## config.mk

```make
export PLATFORM = sky130hd
export DESIGN_NAME = dic_cell
export DESIGN_NICKNAME = d
export VERILOG_FILES = /design/src/hw/rtl/dic_pkg.sv /design/src/hw/rtl/dic_cell.sv
export SDC_FILE = /design/constraint.sdc
export NUM_CORES = 1
export LEC_CHECK = 0
export BUFFER_PORTS_ARGS = -buffer_cell sky130_fd_sc_hd__buf_2
export CAP_MARGIN = 5
export CORE_ASPECT_RATIO = 0.6
export CORE_MARGIN = 3
export CORE_UTILIZATION = 25
export DETAILED_ROUTE_END_ITERATION = 10
export SKIP_LAST_GASP = 1
export SLEW_MARGIN = 25
export SYNTH_ARGS = -nofsm -noshare
export SYNTH_HDL_FRONTEND = slang
export SYNTH_SLANG_ARGS = --single-unit
```

## constraint.sdc

```tcl
create_clock -name clk_i -period 2.5 [get_ports clk_i]
set_input_delay 0.5 -clock clk_i [delete_from_list [all_inputs] [get_ports clk_i]]
set_output_delay 0.5 -clock clk_i [all_outputs]
set_load 0.01 [all_outputs]
```

## src/hw/rtl/dic_pkg.sv

```systemverilog
`timescale 1ns / 1ps
`default_nettype none

package dic_pkg;

  localparam int unsigned TableDepthDefault = 256;
  localparam int unsigned CountWidth        = 9;
  localparam int unsigned ValueWidth        = 32;

  localparam logic KindFirst  = 1'b0;
  localparam logic KindSecond = 1'b1;

  typedef struct packed {
    logic                          kind;
    logic signed [ValueWidth-1:0]  value;
    logic                          last;
  } in_word_t;

  typedef struct packed {
    logic [CountWidth-1:0] common_count;
    logic                  overflow;
  } out_word_t;

  // One word travelling down the chain of cells.
  typedef struct packed {
    logic                          valid;
    logic                          kind;
    logic signed [ValueWidth-1:0]  value;
    logic                          last;
    logic                          found;
    logic                          new_match;
  } chain_word_t;

endpackage

`default_nettype wire

```

## src/hw/rtl/dic_cell.sv

```systemverilog
`timescale 1ns / 1ps
`default_nettype none

module dic_cell (
  input  wire logic                 clk_i,
  input  wire logic                 rst_ni,
  input  wire logic                 en_i,
  input  wire dic_pkg::chain_word_t item_i,
  output dic_pkg::chain_word_t      item_o
);

  logic                                  used_q, used_d;
  logic                                  first_q, first_d;
  logic                                  second_q, second_d;
  logic signed [dic_pkg::ValueWidth-1:0] value_q, value_d;
  dic_pkg::chain_word_t                  item_q, item_d;

  logic hit;
  logic claim;
  logic first_set;
  logic second_set;
  logic both_new;

  always_comb begin
    hit        = item_i.valid && !item_i.found && used_q && (item_i.value == value_q);
    claim      = item_i.valid && !item_i.found && !used_q;
    first_set  = (hit || claim) && (item_i.kind == dic_pkg::KindFirst);
    second_set = (hit || claim) && (item_i.kind == dic_pkg::KindSecond);

    first_d  = claim ? first_set  : (first_q  || first_set);
    second_d = claim ? second_set : (second_q || second_set);
    both_new = hit && !(first_q && second_q) && first_d && second_d;
    used_d   = used_q || claim;
    value_d  = claim ? item_i.value : value_q;

    item_d           = item_i;
    item_d.found     = item_i.found || hit || claim;
    item_d.new_match = item_i.new_match || both_new;

    // The final word of a data set empties the cell once it has passed.
    if (item_i.valid && item_i.last) begin
      used_d   = 1'b0;
      first_d  = 1'b0;
      second_d = 1'b0;
    end
  end

  always_ff @(posedge clk_i or negedge rst_ni) begin
    if (!rst_ni) begin
      used_q   <= 1'b0;
      first_q  <= 1'b0;
      second_q <= 1'b0;
      item_q   <= '0;
    end else if (en_i) begin
      used_q   <= used_d;
      first_q  <= first_d;
      second_q <= second_d;
      item_q   <= item_d;
    end
  end

  always_ff @(posedge clk_i) begin
    if (en_i) begin
      value_q <= value_d;
    end
  end

  assign item_o = item_q;

endmodule

`default_nettype wire

```

==> results of run 1 <==
==> sequential cells by signal (all words and copies together) (netlist names) <==
signal and count:
item_o 37, value_q 32, second_q 1, first_q 1, used_q 1
==> layout by cell type (no fill, tap or decap), drive strengths merged <==
| cell | instances |
|---|---|
| o21ai | 5 |
| and4b | 1 |
| nor3b | 2 |
| nor3 | 1 |
| inv | 3 |
| and2 | 1 |
| o22ai | 1 |
| nor2 | 4 |
| nand3b | 1 |
| a2bb2oi | 1 |
| dfrtp | 40 |
| nand3 | 4 |
| xor2 | 4 |
| mux2 | 34 |
| clkbuf | 15 |
| nand2 | 3 |
| a31oi | 1 |
| edfxtp | 32 |
| or3b | 1 |
| clkinvlp | 1 |
| mux2i | 1 |
| buf | 78 |
| xnor2 | 28 |
| nand4 | 8 |
| nor4 | 2 |
| a21oi | 3 |
==> worst paths after layout <==
check | end | slack (ns) | cells past startpoint
setup / recovery | value_q[2]$_DFFE_PP_ | 0.80 | 3
min in group clk_i | value_q[6]$_DFFE_PP_ | 0.39 | 1
hold / removal | item_o[26]$_DFFE_PN0P_ | 0.17 | 1
hold reg to reg | item_o[35]$_DFFE_PN0P_ | 0.50 | 1
max in group asynchronous | item_o[11]$_DFFE_PN0P_ | 1.95 | 1
setup reg to reg | value_q[2]$_DFFE_PP_ | 0.80 | 3
==> cells by family (layout without fill, tap and decap cells) <==
group           Yosys count  in the layout  synth area share [%]
mux                      35             35                  13.5
compound gates           11             11                  2.11
xor+xnor                 32             32                  9.65
buf+inv                   8             97                  1.25
flops                    72             72                  67.6
simple gates             28             28                  5.90
==> cell type report <==
type	instances	share of cell area [%]
Inverter	3	0.301
Multi-Input combinational cell	106	24.3
Timing Repair Buffer	78	11.0
Clock inverter	1	0.201
Sequential cell	72	52.5
Tap cell	155	5.19
Clock buffer	15	6.62
==> through the flow <==
| stage | area (µm²) | worst slack [ns] | hold WS [ns] | utilization [%] | cells |
|---|---|---|---|---|---|
| after global routing | 3740 | 0.580 | 0.195 | 34.1 | 430 |
| after CTS | 3740 | 0.761 | 0.359 | 34.1 | 430 |
| after floorplan | 2900 | 0.425 | 0.204 | - | 186 |
| after detailed placement | 3480 | 0.506 | 0.490 | 31.8 | 414 |
| after global placement | 3480 | 0.565 | 0.486 | 31.8 | 414 |
| final | 3740 | 0.804 | 0.169 | 34.1 | 430 |
==> metal layers <==
layer | track usage, % | vias up
met5 | 0 | -
met3 | 4.96 | 8
met2 | 13.6 | 56
met1 | 13.2 | 868
met4 | 4.13 | 0
li1 | - | 845
==> critical path, delay by kind of cell, from the launching register on <==
kind                   cells  cell delay, ns
DFF                        1            0.40
buffers and inverters      1            0.22
and+or+nand+nor            2            0.77
==> power groups by stage <==
stage / clock [mW] / sequential (mW) / combinational, mW
final: 1.11 / 1.36 / 0.314
after global placement: 0 / 1.38 / 0.314
after CTS: 1.15 / 1.36 / 0.322
after global routing: 1.21 / 1.37 / 0.349
after detailed placement: 0 / 1.38 / 0.322
after floorplan: 0 / 1.41 / 0.133
==> metrics, run 1 <==
Net Count, Synth=226; top cell type by total area after synthesis=dfrtp_1; H-tree lvl count=3; # IOs=77; area of the multi-input gates=about 910 µm²; hold buffers post-CTS=0; register area share after synthesis=67.6%; top routing layer used=met4; TritonRoute pass-1 iters=4; GRT Util Overall=about a tenth; Most used DFF post-synth=dfrtp_1; Placer Congestion=roughly 0.72; initial antenna violation count=0; Starting Density=26.5%; later-pin clock latency in the skew report=0.33 ns; Yosys warnings=0; synthesized area=0.00290 mm²; Critical Path Max Stage Delay=0.43 ns; antenna-violating nets left=0; TNS Setup=0 ns; Netlist cell types=26; Fmax=0.590 GHz; WS Path Type=reg2reg; P&R area growth vs syn=28.8%; Critical path origin=used_q$_DFFE_PN0P_; vias in the first global route=1799; CTS tree=yes; wire length per cell=between 10 and 15 µm; Die W=145 µm; Port Buffers=76; Worst Clk Skew=0.00472 ns; Clk pin slew, worst setup/hold paths=0.05 ns; Yosys top cell area share=roughly a third; Async SR Flop Fraction=between 50% and 60%; DR iter-0 viols=46; Final min period=1.70 ns; CORE AREA=0.0110 mm²; Crit-path slowest cell=and2_2; crit path cell chain=nor3b_2 -> and2_2 -> buf_12; Root Driver=clkbuf_16; Setup crit end kind=register; number of synthesized flops with an enable pin=32; Setup Viol. Count Final=0; Die ar.=0.0130 mm²; CTS sink cnt=72; type of the tightest min-delay check=in2async; RSZ-0062 raised after global routing=no; vias per cell=4.13; worst slew pin tran=0.552 ns; Post-CTS Setup Bufs=0; max-cap violation count=0; # DRC=0; Mapped Cells=186; final wirelength=around 6000 µm; NetSw=0.635 mW; Final HPWL DP=4380 µm; final hold violation count=0; Comb power frac=11.3%; Int Power=roughly 2.2 mW; outcome=finished clean; final worst path period share=67.8%; Final Power=2.79 mW; Reg power frac=between 40% and 50%; reg2reg start=used_q$_DFFE_PN0P_; Leak=1.48 nW; Metal-1 WL=3040 µm; die height=89.5 µm; largest net degree at the start of global routing=41; routed vias=around 1800; maximum clock path buffer count=2; register area=a little under 0.002 mm²; switching share of power=22.8%; met2 WL=~2500 µm; fillcell total=1102; total CTS buffers=9; pwr/cell area=745 mW/mm²; share of layout cells above drive strength 1=45.8%; Area contributors post-synth=dfrtp_1, edfxtp_1, mux2_2, xnor2_1, nand4_1; Critical Path Start Type=register; GR Overflow Total=0; worst vdd ir=between 300 and 400 µV; top-count cell post-synth=dfrtp_1; Max FO, Critical Path=20; Max Transition Viols Final=0; data required time of the critical path=2.53 ns; Critical Path AT=1.73 ns; first-pass GRT wire length=9620 µm; post_cts resized=0; nets@finish=310; Synth top cells by count=dfrtp_1, mux2_2, edfxtp_1; syn_area_per_cell=15.6 µm²; # rows=29; Met3 Wirelength=approximately 430 µm; antenna cell count=0; max_slew headroom=between 60% and 70%; clock power share=between 30 and 40%; Yosys reg bits=a little over 70
Note: power is estimated with default switching activity, not from simulation.
==> run 2, diff against run 1 <==
==> constraint.sdc (replaced) <==
create_clock -name clk_i -period 1.4 [get_ports clk_i]
set_input_delay 0.28 -clock clk_i [delete_from_list [all_inputs] [get_ports clk_i]]
set_output_delay 0.28 -clock clk_i [all_outputs]
set_load 0.01 [all_outputs]
==> run 2 against run 1 <==
The flow now finishes with violations (negative setup slack). Clock power rose by 82%. Routed wire length is 5.3% higher. Setup slack got worse by 0.91 ns. Clock skew shrank 0.0015 ns. Non-clock buffer count is 15 higher. Fmax increased by 13%. Global-route usage rose by 0.34 points. Sequential share of layout area fell by 2.4 points. Power up 82%. Die area did not move. First-iteration DRC count grew 37%. Clock-buffer cell count shrank 2. Critical path type unchanged. Largest cell class unchanged.
==> metrics, run 2 (synthesis gave the netlist of run 1 again) <==
Root Driver=clkbuf_16; Critical Path AT=1.75 ns (+0.02 ns); GR Overflow Total=0 (unchanged); max_slew headroom=78.8% (+16 points); DR iter-0 viols=63 (+37%); Final HPWL DP=4680 µm (+6.9%); Port Buffers=76 (unchanged); most common cell after layout, fill and taps aside=buf_2; commonest cells after routing, fill and taps aside=buf_2, dfrtp_1, mux2_2; CTS sink cnt=72 (unchanged); Starting Density=26.5% (unchanged); max reg flops=37 (unchanged); Die W=145 µm (unchanged); data required time of the critical path=1.65 ns (-0.88 ns); Placer Congestion=0.690 (-3.5%); # DRC=0 (unchanged); Critical Path Start Type=register; Final Power=5.07 mW (+82%); Max FO, Critical Path=4 (-80%); Final Cell Area=0.00392 mm² (+4.9%); Leak=1.59 nW (+7.6%); Clk pin slew, worst setup/hold paths=0.05 ns (about the same); Setup crit end kind=register; Area after DPL=0.00363 mm² (+4.1%); TritonRoute pass-1 iters=4 (unchanged); Non-Filler Instances=443 (+3.0%); Post-CTS Setup Bufs=0 (unchanged); share of layout cells above drive strength 1=50.3% (+4.5 points); GRT Util Overall=10.3% (+0.34 points); Max Transition Viols Final=0 (unchanged); antenna cell count=0 (unchanged); largest net degree at the start of global routing=41 (unchanged); # rows=29 (unchanged); routed vias=1855 (+4.4%); RSZ-0062 raised after global routing=yes; P&R area growth vs syn=35.1%; final wirelength=6340 µm (+5.3%); final worst slack=-0.107 ns (-0.911 ns); antenna-violating nets left=0 (unchanged); later-pin clock latency in the skew report=0.32 ns (about the same); max-cap violation count=0 (unchanged); fillcell total=1109 (+0.64%); vias in the first global route=1924 (+6.9%); vias per cell=4.19 (+1.3%); Die ar.=0.0130 mm² (unchanged); initial antenna violation count=0 (unchanged); CORE AREA=0.0110 mm² (unchanged); WS Path Type=reg2reg; Fmax=0.664 GHz (+13%); CTS tree=yes; H-tree lvl count=3 (unchanged); worst slew pin tran=0.316 ns (-0.237 ns); final worst path period share=108% (+40 points); Core Util, Final=35.8% (+1.7 points); Setup Viol. Count Final=4 (+4); Final min period=1.51 ns (-0.189 ns); Worst Clk Skew=0.00318 ns (-0.00154 ns); nets@finish=325 (+4.8%); first-pass GRT wire length=10000 µm (+4.4%); die height=89.5 µm (unchanged); total CTS buffers=9 (unchanged); final hold violation count=0 (unchanged); outcome=finished with violations; maximum clock path buffer count=2 (unchanged); type of the tightest min-delay check=in2reg; wire length per cell=14.3 µm (+2.2%); pwr/cell area=1290 mW/mm² (+74%); worst vdd ir=535 µV (+72%); # IOs=77 (unchanged); Post-Place Cells=428 (+3.4%); violated checks=negative setup slack
## run 2: area by class of cell
type	instances	area, µm²	area share, %
multi-input combinational	106	940	24.0
clock buffer	13	250	6.38
inverter	3	11.3	0.287
clock inverter	1	5.00	0.128
sequential	72	1960	50.0
tap	155	194	4.94
timing repair buffer	93	561	14.3
## run 2: through the flow
step	hold slack (ns)	setup TNS (ns)	setup WS (ns)
2_1_floorplan	-0.0156	0	0.0212
3_3_place_gp	0.272	-0.533	-0.143
3_5_place_dp	0.281	-1.28	-0.323
4_1_cts	0.155	-0.523	-0.138
5_1_grt	0.154	-0.928	-0.238
6_report	0.171	-0.405	-0.107
## run 2: repair_timing
item / in CTS / in global routing
setup endpoints to repair: 4 / 4
gates resized for setup: 5 / 0
pin swaps: 10 / 2
hold endpoints to repair: 40 / 0
hold buffers: 1 / 0
## run 2: power breakdown
part / internal (mW) / switching [mW] / leakage [nW] / total [mW]
registers: 2.36 / 0.0731 / 0.763 / 2.44
clock network: 1.23 / 0.793 / 0.126 / 2.02
logic: 0.313 / 0.303 / 0.704 / 0.616
## run 2: path summary, 6_finish.rpt
check                                       startpoint  slack, ns                      to  cells after the start
worst max-delay path             value_q[13]$_DFFE_PP_      -0.11   item_o[0]$_DFFE_PN0P_                      5
worst min-delay path                        item_i[10]       0.17    value_q[7]$_DFFE_PP_                      1
worst max register to register   value_q[13]$_DFFE_PP_      -0.11   item_o[0]$_DFFE_PN0P_                      5
worst min register to register  item_o[27]$_DFFE_PN0P_       0.50  item_o[27]$_DFFE_PN0P_                      1
max in group asynchronous                       rst_ni       0.71  item_o[11]$_DFFE_PN0P_                      3
min in group asynchronous                       rst_ni       0.47  item_o[27]$_DFFE_PN0P_                      3
## run 2: critical path, stage by stage (launching register included)
cell,delay [ns]
edfxtp_1,0.38
xnor2_1,0.14
nand4_1,0.21
nor4_4,0.37
nand3_2,0.17
o21ai_1,0.15
## run 2: metal layers
layer | track usage, % | vias to the layer above | routed length, µm
met5 | 0 | - | 0
met4 | 3.62 | 0 | 53
met3 | 4.10 | 5 | 361
met2 | 15.3 | 53 | 2730
met1 | 13.7 | 920 | 3200
li1 | - | 877 | -
