### config.mk
export PLATFORM = sky130hd
export DESIGN_NAME = dic_tail
export DESIGN_NICKNAME = d
export VERILOG_FILES = /design/src/hw/rtl/dic_pkg.sv /design/src/hw/rtl/dic_tail.sv
export SDC_FILE = /design/constraint.sdc
export NUM_CORES = 1
export LEC_CHECK = 0
export BUFFER_PORTS_ARGS = -buffer_cell sky130_fd_sc_hd__buf_4
export CAP_MARGIN = 10
export CORE_AREA = 5 5 59 61
export DETAILED_ROUTE_END_ITERATION = 12
export DIE_AREA = 0 0 64 66
export PLACE_DENSITY = 0.69
export SLEW_MARGIN = 40
export SYNTH_ARGS = -nofsm -noshare
export SYNTH_HDL_FRONTEND = slang
export SYNTH_SLANG_ARGS = --single-unit
### constraint.sdc
create_clock -name clk_i -period 4.1 [get_ports clk_i]
set_clock_uncertainty 0.15 [all_clocks]
set_input_delay 0.205 -clock clk_i [delete_from_list [all_inputs] [get_ports clk_i]]
set_output_delay 0.205 -clock clk_i [all_outputs]
set_load 0.02 [all_outputs]
### src/hw/rtl/dic_pkg.sv
`timescale 1ns / 1ps
`default_nettype none

package dic_pkg;

  localparam int unsigned TableDepthDefault = 256;
  localparam int unsigned CountWidth        = 9;
  localparam int unsigned ValueWidth        = 32;

  localparam logic KindFirst  = 1'b0;
  localparam logic KindSecond = 1'b1;

  typedef struct packed {
    logic                          kind;
    logic signed [ValueWidth-1:0]  value;
    logic                          last;
  } in_word_t;

  typedef struct packed {
    logic [CountWidth-1:0] common_count;
    logic                  overflow;
  } out_word_t;

  // One word travelling down the chain of cells.
  typedef struct packed {
    logic                          valid;
    logic                          kind;
    logic signed [ValueWidth-1:0]  value;
    logic                          last;
    logic                          found;
    logic                          new_match;
  } chain_word_t;

endpackage

`default_nettype wire

### src/hw/rtl/dic_tail.sv
`timescale 1ns / 1ps
`default_nettype none

module dic_tail #(
  parameter int unsigned TABLE_DEPTH = dic_pkg::TableDepthDefault
) (
  input  wire logic                 clk_i,
  input  wire logic                 rst_ni,
  input  wire logic                 en_i,
  input  wire dic_pkg::chain_word_t item_i,
  input  wire logic                 out_stall_i,
  output logic                      out_valid_o,
  output dic_pkg::out_word_t        out_word_o
);

  localparam logic [dic_pkg::CountWidth-1:0] CountMax = '1;
  localparam int unsigned CountBound =
    (TABLE_DEPTH < (2 ** dic_pkg::CountWidth) - 1) ? TABLE_DEPTH
                                                   : (2 ** dic_pkg::CountWidth) - 1;

  logic [dic_pkg::CountWidth-1:0] count_q, count_d;
  logic                           drop_q, drop_d;
  logic                           out_valid_q, out_valid_d;
  dic_pkg::out_word_t             out_word_q, out_word_d;

  always_comb begin
    count_d     = count_q;
    drop_d      = drop_q;
    out_valid_d = out_valid_q && out_stall_i;
    out_word_d  = out_word_q;
    if (en_i && item_i.valid) begin
      if (item_i.new_match && (count_q != CountMax)) begin
        count_d = count_q + 1'b1;
      end
      drop_d = drop_q || !item_i.found;
      if (item_i.last) begin
        out_valid_d             = 1'b1;
        out_word_d.common_count = count_d;
        out_word_d.overflow     = drop_d;
        count_d                 = '0;
        drop_d                  = 1'b0;
      end
    end
  end

  always_ff @(posedge clk_i or negedge rst_ni) begin
    if (!rst_ni) begin
      count_q     <= '0;
      drop_q      <= 1'b0;
      out_valid_q <= 1'b0;
    end else begin
      count_q     <= count_d;
      drop_q      <= drop_d;
      out_valid_q <= out_valid_d;
    end
  end

  always_ff @(posedge clk_i) begin
    out_word_q <= out_word_d;
  end

  assign out_valid_o = out_valid_q;
  assign out_word_o  = out_word_q;

  a_rise_needs_last : assert property (@(posedge clk_i) disable iff (!rst_ni)
    $rose(out_valid_q) |-> $past(en_i && item_i.valid && item_i.last))
    else $error("result appeared without a final word");

  a_count_bound : assert property (@(posedge clk_i) disable iff (!rst_ni)
    out_valid_q |-> (32'(out_word_q.common_count) <= CountBound))
    else $error("common count exceeds the table bound");

  a_clear_after_last : assert property (@(posedge clk_i) disable iff (!rst_ni)
    (en_i && item_i.valid && item_i.last) |=> (count_q == '0 && !drop_q))
    else $error("running totals not cleared after a final word");

endmodule

`default_nettype wire

==> results.sh, run 1 <==
export IMPL_grt_pass1_vias=827
export IMPL_min_path_cells=2
export IMPL_core_area_um2=2930
export IMPL_setup_tns_final_ps=0
export IMPL_firstDrtPassIters=4
export IMPL_ys_ff_latch=21
export IMPL_vdd_drop_max_uv=163
export IMPL_portBuffers=18
export IMPL_die_h_um=66
export IMPL_drt_iter0_drc=11
export IMPL_final_antenna_net_count=0
export IMPL_cts_buffers=3
export IMPL_maxCapViolCount=0
export IMPL_dieArea_um2=4220
export IMPL_status="finished clean"
export IMPL_min_delay_start="item_i[2]"
export IMPL_grt_max_degree=14
export IMPL_min_period_ps=2470
export IMPL_path_cells="and4_2 > and4_1 > ha_1 > and4b_1 > nand3_4 > a221o_1"
export IMPL_multi_input_area_um2=469
export IMPL_synth_cells=92
export IMPL_yosys_most_used_dff="dfrtp_1"
export IMPL_clock_sinks=21
export IMPL_crit_path_max_incr_delay_ps=500
export IMPL_register_area_um2=576
export IMPL_synth_common_cells="dfrtp_1 (11), edfxtp_1 (10), nand2_1 (10)"
export IMPL_power_internal_uw=314
export IMPL_seqPwrFrac_pct=59.9
export IMPL_route_detailed_drc=0
export IMPL_synth_edf_count=10
export IMPL_h_tree_depth=1
export IMPL_whs_endpoint="count_q[6]"
export IMPL_yosys_warnings=0
export IMPL_yosysTopAreaCellShare_pct=27.6
export IMPL_grt_use_total_pct=10.8
export IMPL_std_cell_rows=20
export IMPL_p_comb_share_pct=16.8
export IMPL_cts_resized=0
export IMPL_drive_gt1_share_pct=25.7
export IMPL_powerDensity_nw_per_um2=332
export IMPL_p_leak_uw=0.000572
export IMPL_netlist_area_um2=1090
export IMPL_swShare_pct=26.9
export IMPL_cts_setup_buffers=0
export IMPL_cts_root_buf="clkbuf_4"
export IMPL_clock_fmax_mhz=405
export IMPL_finalWorstSetupSlack_ps=1630
export IMPL_antenna_found_initial=0
export IMPL_reg2reg_slack_ps=1630
export IMPL_synth_distinct_cells=39
export IMPL_r2r_end="count_q[7]"
export IMPL_hold_viol=0
export IMPL_place_gp_congestion=0.820
export IMPL_yosysTopAreaCell="edfxtp_1"
export IMPL_r2r_start="count_q[2]"
export IMPL_dieWidth_um=64
export IMPL_cts_path_max_buffers=2
export IMPL_rsz0062_at_grt="false"
export IMPL_cp_slowest_cell="dfrtp_1"
export IMPL_area_growth_syn_to_layout_pct=18.9
export IMPL_nets=157
export IMPL_clk_pin_slew_ps=130
export IMPL_cp_arrival_ps=2510
export IMPL_place_ws_ps=1640
export IMPL_synthesis_nets=135
export IMPL_routed_wl_um=2020
export IMPL_worstPathRequired_ps=4140
export IMPL_path_max_fanout=9
export IMPL_reg2reg_depth=6
export IMPL_p_sw_uw=116
export IMPL_setup_viol=0
export IMPL_slew_headroom_pct=65.7
export IMPL_ys_top_cells_by_area="edfxtp_1 (28%), dfrtp_1 (25%), xnor2_1 (5.6%)"
export IMPL_vias=772
export IMPL_crit_type="reg -> reg"
export IMPL_place_hpwl_um=1490
export IMPL_n_fill_cell=272
export IMPL_post_drt_via_cell_ratio=5.29
export IMPL_start_util_pct=37.2
export IMPL_period_share_pct=60.2
export IMPL_worstSetupStartpointType="flop"
export IMPL_ioPinCount=52
export IMPL_slew_violations=0
export IMPL_cts_tree="yes"
export IMPL_seq_area_frac_synth_pct=52.8
export IMPL_syn_avg_cell_area_um2=11.8
export IMPL_async_reset_ff_share_pct=52.4
export IMPL_ctsHoldBuffers=3
export IMPL_diodes=0
export IMPL_avgRoutedWirePerCell_um=13.8
export IMPL_yosysMostFrequentCell="dfrtp_1"
export IMPL_tightest_slew_ps=514
export IMPL_clock_latency_ps=300
export IMPL_grt_pass1_wl_um=3640
export IMPL_cp_end_kind="flop"
export IMPL_grt_overflow_total=0
export IMPL_hold_path_class="in -> reg"
export IMPL_power_share_clock_pct=23.4
[through the flow]
step / hold slack, ps / power (µW) / area [µm²] / util, % / instances
2_1_floorplan: -241 / 306 / 1090 / - / 92
3_3_place_gp: -97.5 / 329 / 1240 / 42.2 / 139
3_5_place_dp: -97.6 / 332 / 1240 / 42.2 / 139
4_1_cts: 29.7 / 435 / 1300 / 44.3 / 146
5_1_grt: 38.6 / 459 / 1300 / 44.3 / 146
6_report: 33.7 / 430 / 1300 / 44.3 / 146
[logic make-up (layout without fill, tap and decap cells)]
| group | Yosys count | in the layout | synth area share, % |
|---|---|---|---|
| simple gates | 33 | 33 | 20.8 |
| compound gates | 21 | 21 | 14.4 |
| flops | 21 | 21 | 52.8 |
| buf+inv | 8 | 29 | 4.13 |
| xor+xnor | 7 | 7 | 5.63 |
| fa+ha+maj | 2 | 2 | 2.30 |
[worst max path at each step]
stage / from / end
after detailed placement: count_q[2] / count_q[7]
after floorplan: count_q[2] / count_q[7]
after global placement: count_q[2] / count_q[7]
after global routing: count_q[2] / count_q[7]
after CTS: count_q[2] / count_q[7]
final: count_q[2] / count_q[7]
[placed cells by master (no fill, tap or decap), types with 2 or more instances in the layout]
cell           synthesis  routed
dfrtp_1               11      11
a32o_1                 2       2
o21ai_0                3       3
dlygate4sd3_1          0       3
buf_4                  0      18
and3b_2                2       2
a21oi_1                3       3
nor2_1                 2       2
inv_1                  4       4
nand2_1               10      10
clkbuf_4               0       3
and4_1                 2       2
and2_1                 2       2
and3_1                 2       2
edfxtp_1              10      10
xnor2_1                7       7
a21o_1                 4       4
ha_1                   2       2
[layer usage]
| metal | routed length (µm) | share of wire, % | global-route usage [%] | vias up |
|---|---|---|---|---|
| li1 | - | - | - | 392 |
| met1 | 869 | 43 | 13.6 | 367 |
| met2 | 1070 | 53 | 17.3 | 13 |
| met3 | 78 | 3.9 | 2.21 | 0 |
| met4 | 0 | 0 | 5.19 | 0 |
| met5 | 0 | 0 | 0 | - |
[state kept, by name, summed over array words and instances, names as in the netlist]
name	flops
out_word_o	10
drop_q	1
count_q	9
out_valid_o	1
[power by group through the flow]
| stage | Clock (µW) | Combinational, µW | Sequential, µW |
|---|---|---|---|
| 4_1_cts | 105 | 73.1 | 257 |
| 5_1_grt | 117 | 82.0 | 260 |
| 2_1_floorplan | 0 | 42.8 | 264 |
| 6_report | 101 | 72.0 | 257 |
| 3_5_place_dp | 0 | 70.6 | 262 |
| 3_3_place_gp | 0 | 68.1 | 260 |
[area by class of cell]
| cell class | count | share of cell area [%] |
|---|---|---|
| clock inverters | 1 | 0.579 |
| clock buffers | 3 | 1.74 |
| repair buffers | 21 | 12.7 |
| flip-flops and latches | 21 | 44.4 |
| inverters | 4 | 1.16 |
| multi-input cells | 63 | 36.2 |
| well taps | 33 | 3.19 |
[worst max-delay path, delay by kind of cell, from the launching register on]
family	cells	cell delay, ps
AND/OR/NAND/NOR	4	1160
flip-flops	1	500
AO/OA/AOI/OAI	1	330
adder cells (fa/ha/maj)	1	230
Power figures use the tool's default switching activity.
==> run 2: changes to the inputs <==
--- a/config.mk
+++ b/config.mk
@@ -5,12 +5,13 @@
 export SDC_FILE = /design/constraint.sdc
 export NUM_CORES = 1
 export LEC_CHECK = 0
+export ABC_AREA = 1
 export BUFFER_PORTS_ARGS = -buffer_cell sky130_fd_sc_hd__buf_4
 export CAP_MARGIN = 10
-export CORE_AREA = 5 5 59 61
+export CORE_AREA = 5 5 57 59
 export DETAILED_ROUTE_END_ITERATION = 12
-export DIE_AREA = 0 0 64 66
-export PLACE_DENSITY = 0.69
+export DIE_AREA = 0 0 62 64
+export PLACE_DENSITY = 0.7
 export SLEW_MARGIN = 40
 export SYNTH_ARGS = -nofsm -noshare
 export SYNTH_HDL_FRONTEND = slang
==> constraint.sdc (replaced) <==
create_clock -name clk_i -period 2.3 [get_ports clk_i]
set_clock_uncertainty 0.15 [all_clocks]
set_input_delay 0.115 -clock clk_i [delete_from_list [all_inputs] [get_ports clk_i]]
set_output_delay 0.115 -clock clk_i [all_outputs]
set_load 0.02 [all_outputs]
==> run 2 against run 1 <==
Clock power rose by 77%. Flip-flop and latch count did not move. Design area fell by 2.0%. Critical path depth rose by 5. Critical path type unchanged. Critical endpoint is now out_word_o[2]. Largest cell class unchanged. Highest routed layer is now met4.
==> results.sh, run 2 <==
export IMPL_core_area_um2=2660
export IMPL_slew_headroom_pct=69.5
export IMPL_vdd_drop_max_uv=400
export IMPL_powerDensity_nw_per_um2=552
export IMPL_postLayoutCellArea_um2=1270
export IMPL_min_period_ps=2050
export IMPL_ys_top_cells_by_area="edfxtp_1 (30%), dfrtp_1 (27%), nand2_1 (11%)"
export IMPL_grt_use_total_pct=11.2
export IMPL_clock_fmax_mhz=487
export IMPL_cts_root_buf="clkbuf_4"
export IMPL_synthMuxAreaShare_pct=0
export IMPL_hold_path_class="in -> async"
export IMPL_swShare_pct=25.8
export IMPL_largest_register_ffs=10
export IMPL_dieWidth_um=62
export IMPL_synthesis_nets=154
export IMPL_syn_avg_cell_area_um2=9.11
export IMPL_reg2reg_slack_ps=250
export IMPL_portBuffers=18
export IMPL_ys_ff_latch=21
export IMPL_slew_violations=0
export IMPL_worstSetupStartpointType="flop"
export IMPL_area_growth_syn_to_layout_pct=25.6
export IMPL_setup_tns_final_ps=0
export IMPL_clock_latency_ps=310
export IMPL_worstPathRequired_ps=2220
export IMPL_cp_arrival_ps=1980
export IMPL_std_cell_rows=19
export IMPL_diodes=0
export IMPL_netlist_area_um2=1010
export IMPL_seq_area_frac_synth_pct=56.9
export IMPL_seqPwrFrac_pct=60.5
export IMPL_final_cell_mix="nand2_1 (29), inv_1 (22), buf_4 (19), dfrtp_1 (11), edfxtp_1 (10)"
export IMPL_ioPinCount=52
export IMPL_yosysTopAreaCell="edfxtp_1"
export IMPL_post_drt_via_cell_ratio=4.66
export IMPL_rsz0062_at_grt="false"
export IMPL_vias=792
export IMPL_clk_pin_slew_ps=120
export IMPL_synth_simple_gate_area_share_pct=24.6
export IMPL_place_hpwl_um=1440
export IMPL_cts_buffers=3
export IMPL_clock_sinks=21
export IMPL_route_detailed_drc=0
export IMPL_grt_pass1_wl_um=3280
export IMPL_yosys_area_share_xor_xnor_pct=0.866
export IMPL_start_util_pct=38.0
export IMPL_synth_compound_area_share_pct=6.56
export IMPL_p_comb_share_pct=13.9
export IMPL_drive_gt1_share_pct=21.6
export IMPL_final_antenna_net_count=0
export IMPL_yosys_warnings=0
export IMPL_dieArea_um2=3970
export IMPL_power_internal_uw=520
export IMPL_drt_iter0_drc=10
export IMPL_nets=183
export IMPL_synth_edf_count=10
export IMPL_avgRoutedWirePerCell_um=11.4
export IMPL_async_reset_ff_share_pct=52.4
export IMPL_path_max_fanout=5
export IMPL_cts_setup_buffers=0
export IMPL_place_gp_congestion=0.768
export IMPL_p_leak_uw=0.000607
export IMPL_h_tree_depth=1
export IMPL_power_share_clock_pct=25.6
export IMPL_firstDrtPassIters=6
export IMPL_grt_pass1_vias=800
export IMPL_synth_top_family_by_area="simple AND/OR/NAND/NOR gates"
export IMPL_status="finished clean"
export IMPL_yosys_most_used_dff="dfrtp_1"
export IMPL_yosysMostFrequentCell="nand2_1"
export IMPL_setup_viol=0
export IMPL_antenna_found_initial=0
export IMPL_grt_max_degree=13
export IMPL_grt_overflow_total=0
export IMPL_p_sw_uw=181
export IMPL_hold_viol=0
export IMPL_synth_common_cells="nand2_1 (29), inv_1 (22), dfrtp_1 (11)"
export IMPL_synth_fa_ha_area_share_pct=2.48
export IMPL_routed_wl_um=1940
export IMPL_maxCapViolCount=0
export IMPL_cts_tree="yes"
export IMPL_synth_distinct_cells=20
export IMPL_p_total_uw=701
export IMPL_cp_end_kind="flop"
export IMPL_crit_type="reg -> reg"
export IMPL_cts_path_max_buffers=2
export IMPL_synth_cells=111
export IMPL_dpl_instance_area_um2=1190
export IMPL_yosysTopAreaCellShare_pct=29.7
export IMPL_layout_commonest_cell="nand2_1"
export IMPL_tightest_slew_ps=456
export IMPL_hold_ws_ps=16.3
export IMPL_die_h_um=64
export IMPL_period_share_pct=89.3
run 2: cell types whose count changed in the layout (fill, tap and decap cells not counted), moves of 3 or more:
| cell | previous run | this run |
|---|---|---|
| nor2_4 | 0 | 3 |
| nand3_1 | 0 | 8 |
| a21o_1 | 4 | 0 |
| nor2_1 | 2 | 5 |
| xnor2_1 | 7 | 0 |
| nand2_1 | 10 | 29 |
| inv_1 | 4 | 22 |
| o22ai_1 | 0 | 3 |
run 2: logic make-up (layout without fill, tap and decap cells):
group           Yosys count  count (layout)
xor+xnor                  1               1
simple gates             52              52
flops                    21              21
fa+ha+maj                 2               2
buf+inv                  23              51
compound gates           12              12
run 2: repair_timing:
action,in CTS,in global routing
hold buffers,5,0
resized for setup,0,0
hold endpoints to repair,20,0
run 2: through the flow:
step	std cells	worst slack [ps]	util, %
after floorplan	111	390	-
after global placement	161	269	44.8
after detailed placement	161	243	44.8
after CTS	170	231	47.7
after global routing	170	10.2	47.7
final	170	245	47.7
run 2: layer usage:
layer  global-route usage [%]  vias to the layer above  part of all wire [%]  wire length (µm)
li1                         -                      409                     -                 -
met1                     14.0                      359                    43               841
met2                     18.7                       20                    50               974
met3                     1.81                        4                   5.1                99
met4                     4.77                        0                   1.1                21
met5                        0                        -                     0                 0
run 2: final timing paths:
path	cells past startpoint	from	endpoint
worst min register to register	2	count_q[7]	count_q[7]
worst max register to register	11	count_q[0]	out_word_o[2]
worst min-delay path	2	rst_ni	count_q[7]
min in group clk_i	4	item_i[0]	count_q[0]
max in group asynchronous	2	rst_ni	count_q[1]
worst max-delay path	11	count_q[0]	out_word_o[2]
run 2: layout make-up:
class / count / area (µm²)
fillers: 264 / 1390
flip-flops and latches: 21 / 576
multi-input cells: 67 / 349
repair buffers: 24 / 193
inverters: 23 / 86.3
well taps: 31 / 38.8
clock buffers: 3 / 22.5
clock inverters: 1 / 5.00
run 2: worst max-delay path: stages (launching register included):
cell and delay, ps:
dfrtp_1 420, ha_1 200, inv_1 60, nor2_2 140, nand3_1 80, nor2_1 110
ha_1 230, nor2_4 70, inv_1 140, nand2_1 60, o21ai_1 110, inv_1 50
run 2: power by group through the flow:
stage                     Combinational [µW]  Clock (µW)  Sequential [µW]
after CTS                               98.6         187              424
after floorplan                         45.7           0              438
after global placement                  87.2           0              431
after global routing                     112         208              427
final                                   97.4         179              424
after detailed placement                90.8           0              432
==> run 3: changes to the inputs <==
--- a/config.mk
+++ b/config.mk
@@ -8,10 +8,10 @@
 export ABC_AREA = 1
 export BUFFER_PORTS_ARGS = -buffer_cell sky130_fd_sc_hd__buf_4
 export CAP_MARGIN = 10
-export CORE_AREA = 5 5 57 59
+export CORE_AREA = 5 5 65 67
 export DETAILED_ROUTE_END_ITERATION = 12
-export DIE_AREA = 0 0 62 64
-export PLACE_DENSITY = 0.7
+export DIE_AREA = 0 0 70 72
+export PLACE_DENSITY = 0.56
 export SLEW_MARGIN = 40
 export SYNTH_ARGS = -nofsm -noshare
 export SYNTH_HDL_FRONTEND = slang
==> run 3 against run 2 <==
Final cell count increased by 10%. Critical path depth unchanged. Power shrank 0.44%. Routed wire length rose by 4.3%. Die area rose by 27%. Sequential share of layout area fell by 0.75 points. Sequential power about the same. Global-route usage is 2.3 points lower. Hold slack improved by 8.4 ps. Largest cell class unchanged. Largest power group unchanged.
==> results.sh, run 3 (synthesis gave the netlist of run 2 again) <==
export IMPL_clk_pin_slew_ps=120
export IMPL_grt_pass1_wl_um=3500
export IMPL_vdd_drop_max_uv=135
export IMPL_tightest_slew_ps=491
export IMPL_post_drt_via_cell_ratio=4.16
export IMPL_place_hpwl_um=1520
export IMPL_place_gp_congestion=0.771
export IMPL_clock_sinks=21
export IMPL_dieWidth_um=70
export IMPL_p_leak_uw=0.000607
export IMPL_area_growth_syn_to_layout_pct=27.7
export IMPL_period_share_pct=90.2
export IMPL_drive_gt1_share_pct=21.6
export IMPL_slew_headroom_pct=67.2
export IMPL_grt_overflow_total=0
export IMPL_power_share_clock_pct=25.3
export IMPL_clock_fmax_mhz=482
export IMPL_drt_iter0_drc=30
export IMPL_core_area_um2=3580
export IMPL_start_util_pct=28.3
export IMPL_layout_cells_non_filler=187
export IMPL_h_tree_depth=1
export IMPL_hold_path_class="in -> async"
export IMPL_place_inst=178
export IMPL_n_fill_cell=384
export IMPL_slew_violations=0
export IMPL_setup_tns_final_ps=0
export IMPL_crit_type="reg -> reg"
export IMPL_final_antenna_net_count=0
export IMPL_path_cells="ha_1 > inv_1 > nor2_2 > nand3_1 > nor2_1 > ha_1 > inv_2 > nand3_2 > nor2_4 > nand2_1 > and2_1"
export IMPL_crit_path_max_incr_delay_ps=430
export IMPL_route_detailed_drc=0
export IMPL_ioPinCount=52
export IMPL_routed_wl_um=2020
export IMPL_worstSetupStartpointType="flop"
export IMPL_status="finished clean"
export IMPL_worstPathRequired_ps=2220
export IMPL_cp_end_kind="flop"
export IMPL_swShare_pct=25.6
export IMPL_final_cell_mix="nand2_1 (29), inv_1 (22), buf_4 (19), dfrtp_1 (11), edfxtp_1 (10)"
export IMPL_cts_path_max_buffers=2
export IMPL_cts_root_buf="clkbuf_4"
export IMPL_avgRoutedWirePerCell_um=10.8
export IMPL_hold_viol=0
export IMPL_crit_buf_inv=2
export IMPL_critPathTopFamily="simple AND/OR/NAND/NOR gates"
export IMPL_nets=183
export IMPL_setup_viol=0
export IMPL_p_sw_uw=178
export IMPL_cp_slowest_cell="dfrtp_1"
export IMPL_grt_pass1_vias=800
export IMPL_powerDensity_nw_per_um2=541
export IMPL_largest_register_ffs=10
export IMPL_path_max_fanout=5
export IMPL_diodes=0
export IMPL_grt_max_degree=13
export IMPL_path_common_cell="ha_1"
export IMPL_maxCapViolCount=0
export IMPL_die_h_um=72
export IMPL_cts_resized=0
export IMPL_portBuffers=18
export IMPL_dieArea_um2=5040
export IMPL_layout_commonest_cell="nand2_1"
export IMPL_p_comb_share_pct=14.0
export IMPL_vias=778
export IMPL_cp_arrival_ps=2000
export IMPL_hold_ws_ps=24.7
export IMPL_antenna_found_initial=0
export IMPL_rsz0062_at_grt="false"
export IMPL_firstDrtPassIters=4
export IMPL_seqPwrFrac_pct=60.7
export IMPL_power_internal_uw=520
export IMPL_cts_buffers=3
export IMPL_min_period_ps=2080
export IMPL_cts_tree="yes"
export IMPL_clock_latency_ps=300
export IMPL_grt_use_total_pct=8.96
export IMPL_std_cell_rows=22
run 3: cell counts in the layout (fill, tap and decap cells not counted):
Identical to the previous run, type by type.
run 3: area by class of cell:
class / instances / area, µm² / share of cell area [%]
Timing Repair Buffer: 24 / 193 / 14.9
Tap cell: 48 / 60.1 / 4.65
Clock buffer: 3 / 22.5 / 1.74
Clock inverter: 1 / 5.00 / 0.388
Sequential cell: 21 / 576 / 44.6
Multi-Input combinational cell: 67 / 349 / 27.0
Inverter: 23 / 86.3 / 6.69
run 3: worst paths after layout:
| path | startpoint | endpoint | slack (ps) | depth (start not counted) |
|---|---|---|---|---|
| min reg2reg | count_q[7] | count_q[7] | 380 | 2 |
| min in group clk_i | item_i[0] | count_q[0] | 70 | 4 |
| max | count_q[0] | out_word_o[4] | 220 | 11 |
| min | rst_ni | count_q[4] | 20 | 2 |
| max in group asynchronous | rst_ni | count_q[2] | 1820 | 2 |
| max reg2reg | count_q[0] | out_word_o[4] | 220 | 11 |
run 3: power groups by stage:
stage / clock network (µW) / registers (µW) / logic, µW
after floorplan: 0 / 438 / 45.7
final: 176 / 424 / 97.8
after global placement: 0 / 431 / 88.7
after global routing: 202 / 427 / 109
after detailed placement: 0 / 432 / 91.7
after CTS: 182 / 424 / 99.3
run 3: routing by layer:
layer  GRT usage [%]  routed length, µm
met3            1.94                 86
met4            5.11                 24
met1            9.06                831
met5               0                  0
met2            17.0               1080
run 3: worst register-to-register path, cell delays in order, from the launching register on:
cell	delay (ps)
dfrtp_1	430
ha_1	240
inv_1	70
nor2_2	50
nand3_1	70
nor2_1	50
ha_1	230
inv_2	70
nand3_2	100
nor2_4	160
nand2_1	90
and2_1	160
run 3: per-stage QoR:
stage	util (%)	setup slack, ps	total power (µW)	cell area, µm²
final	36.1	225	698	1290
after global placement	33.9	283	519	1210
after CTS	36.1	212	705	1290
after global routing	36.1	62.8	738	1290
after floorplan	-	390	484	1010
after detailed placement	33.9	236	523	1210
run 3: repair_timing:
action / CTS / global route
hold buffers: 5 / 0
endpoints found under the hold margin: 19 / 0
buffers inserted: 0 / 0
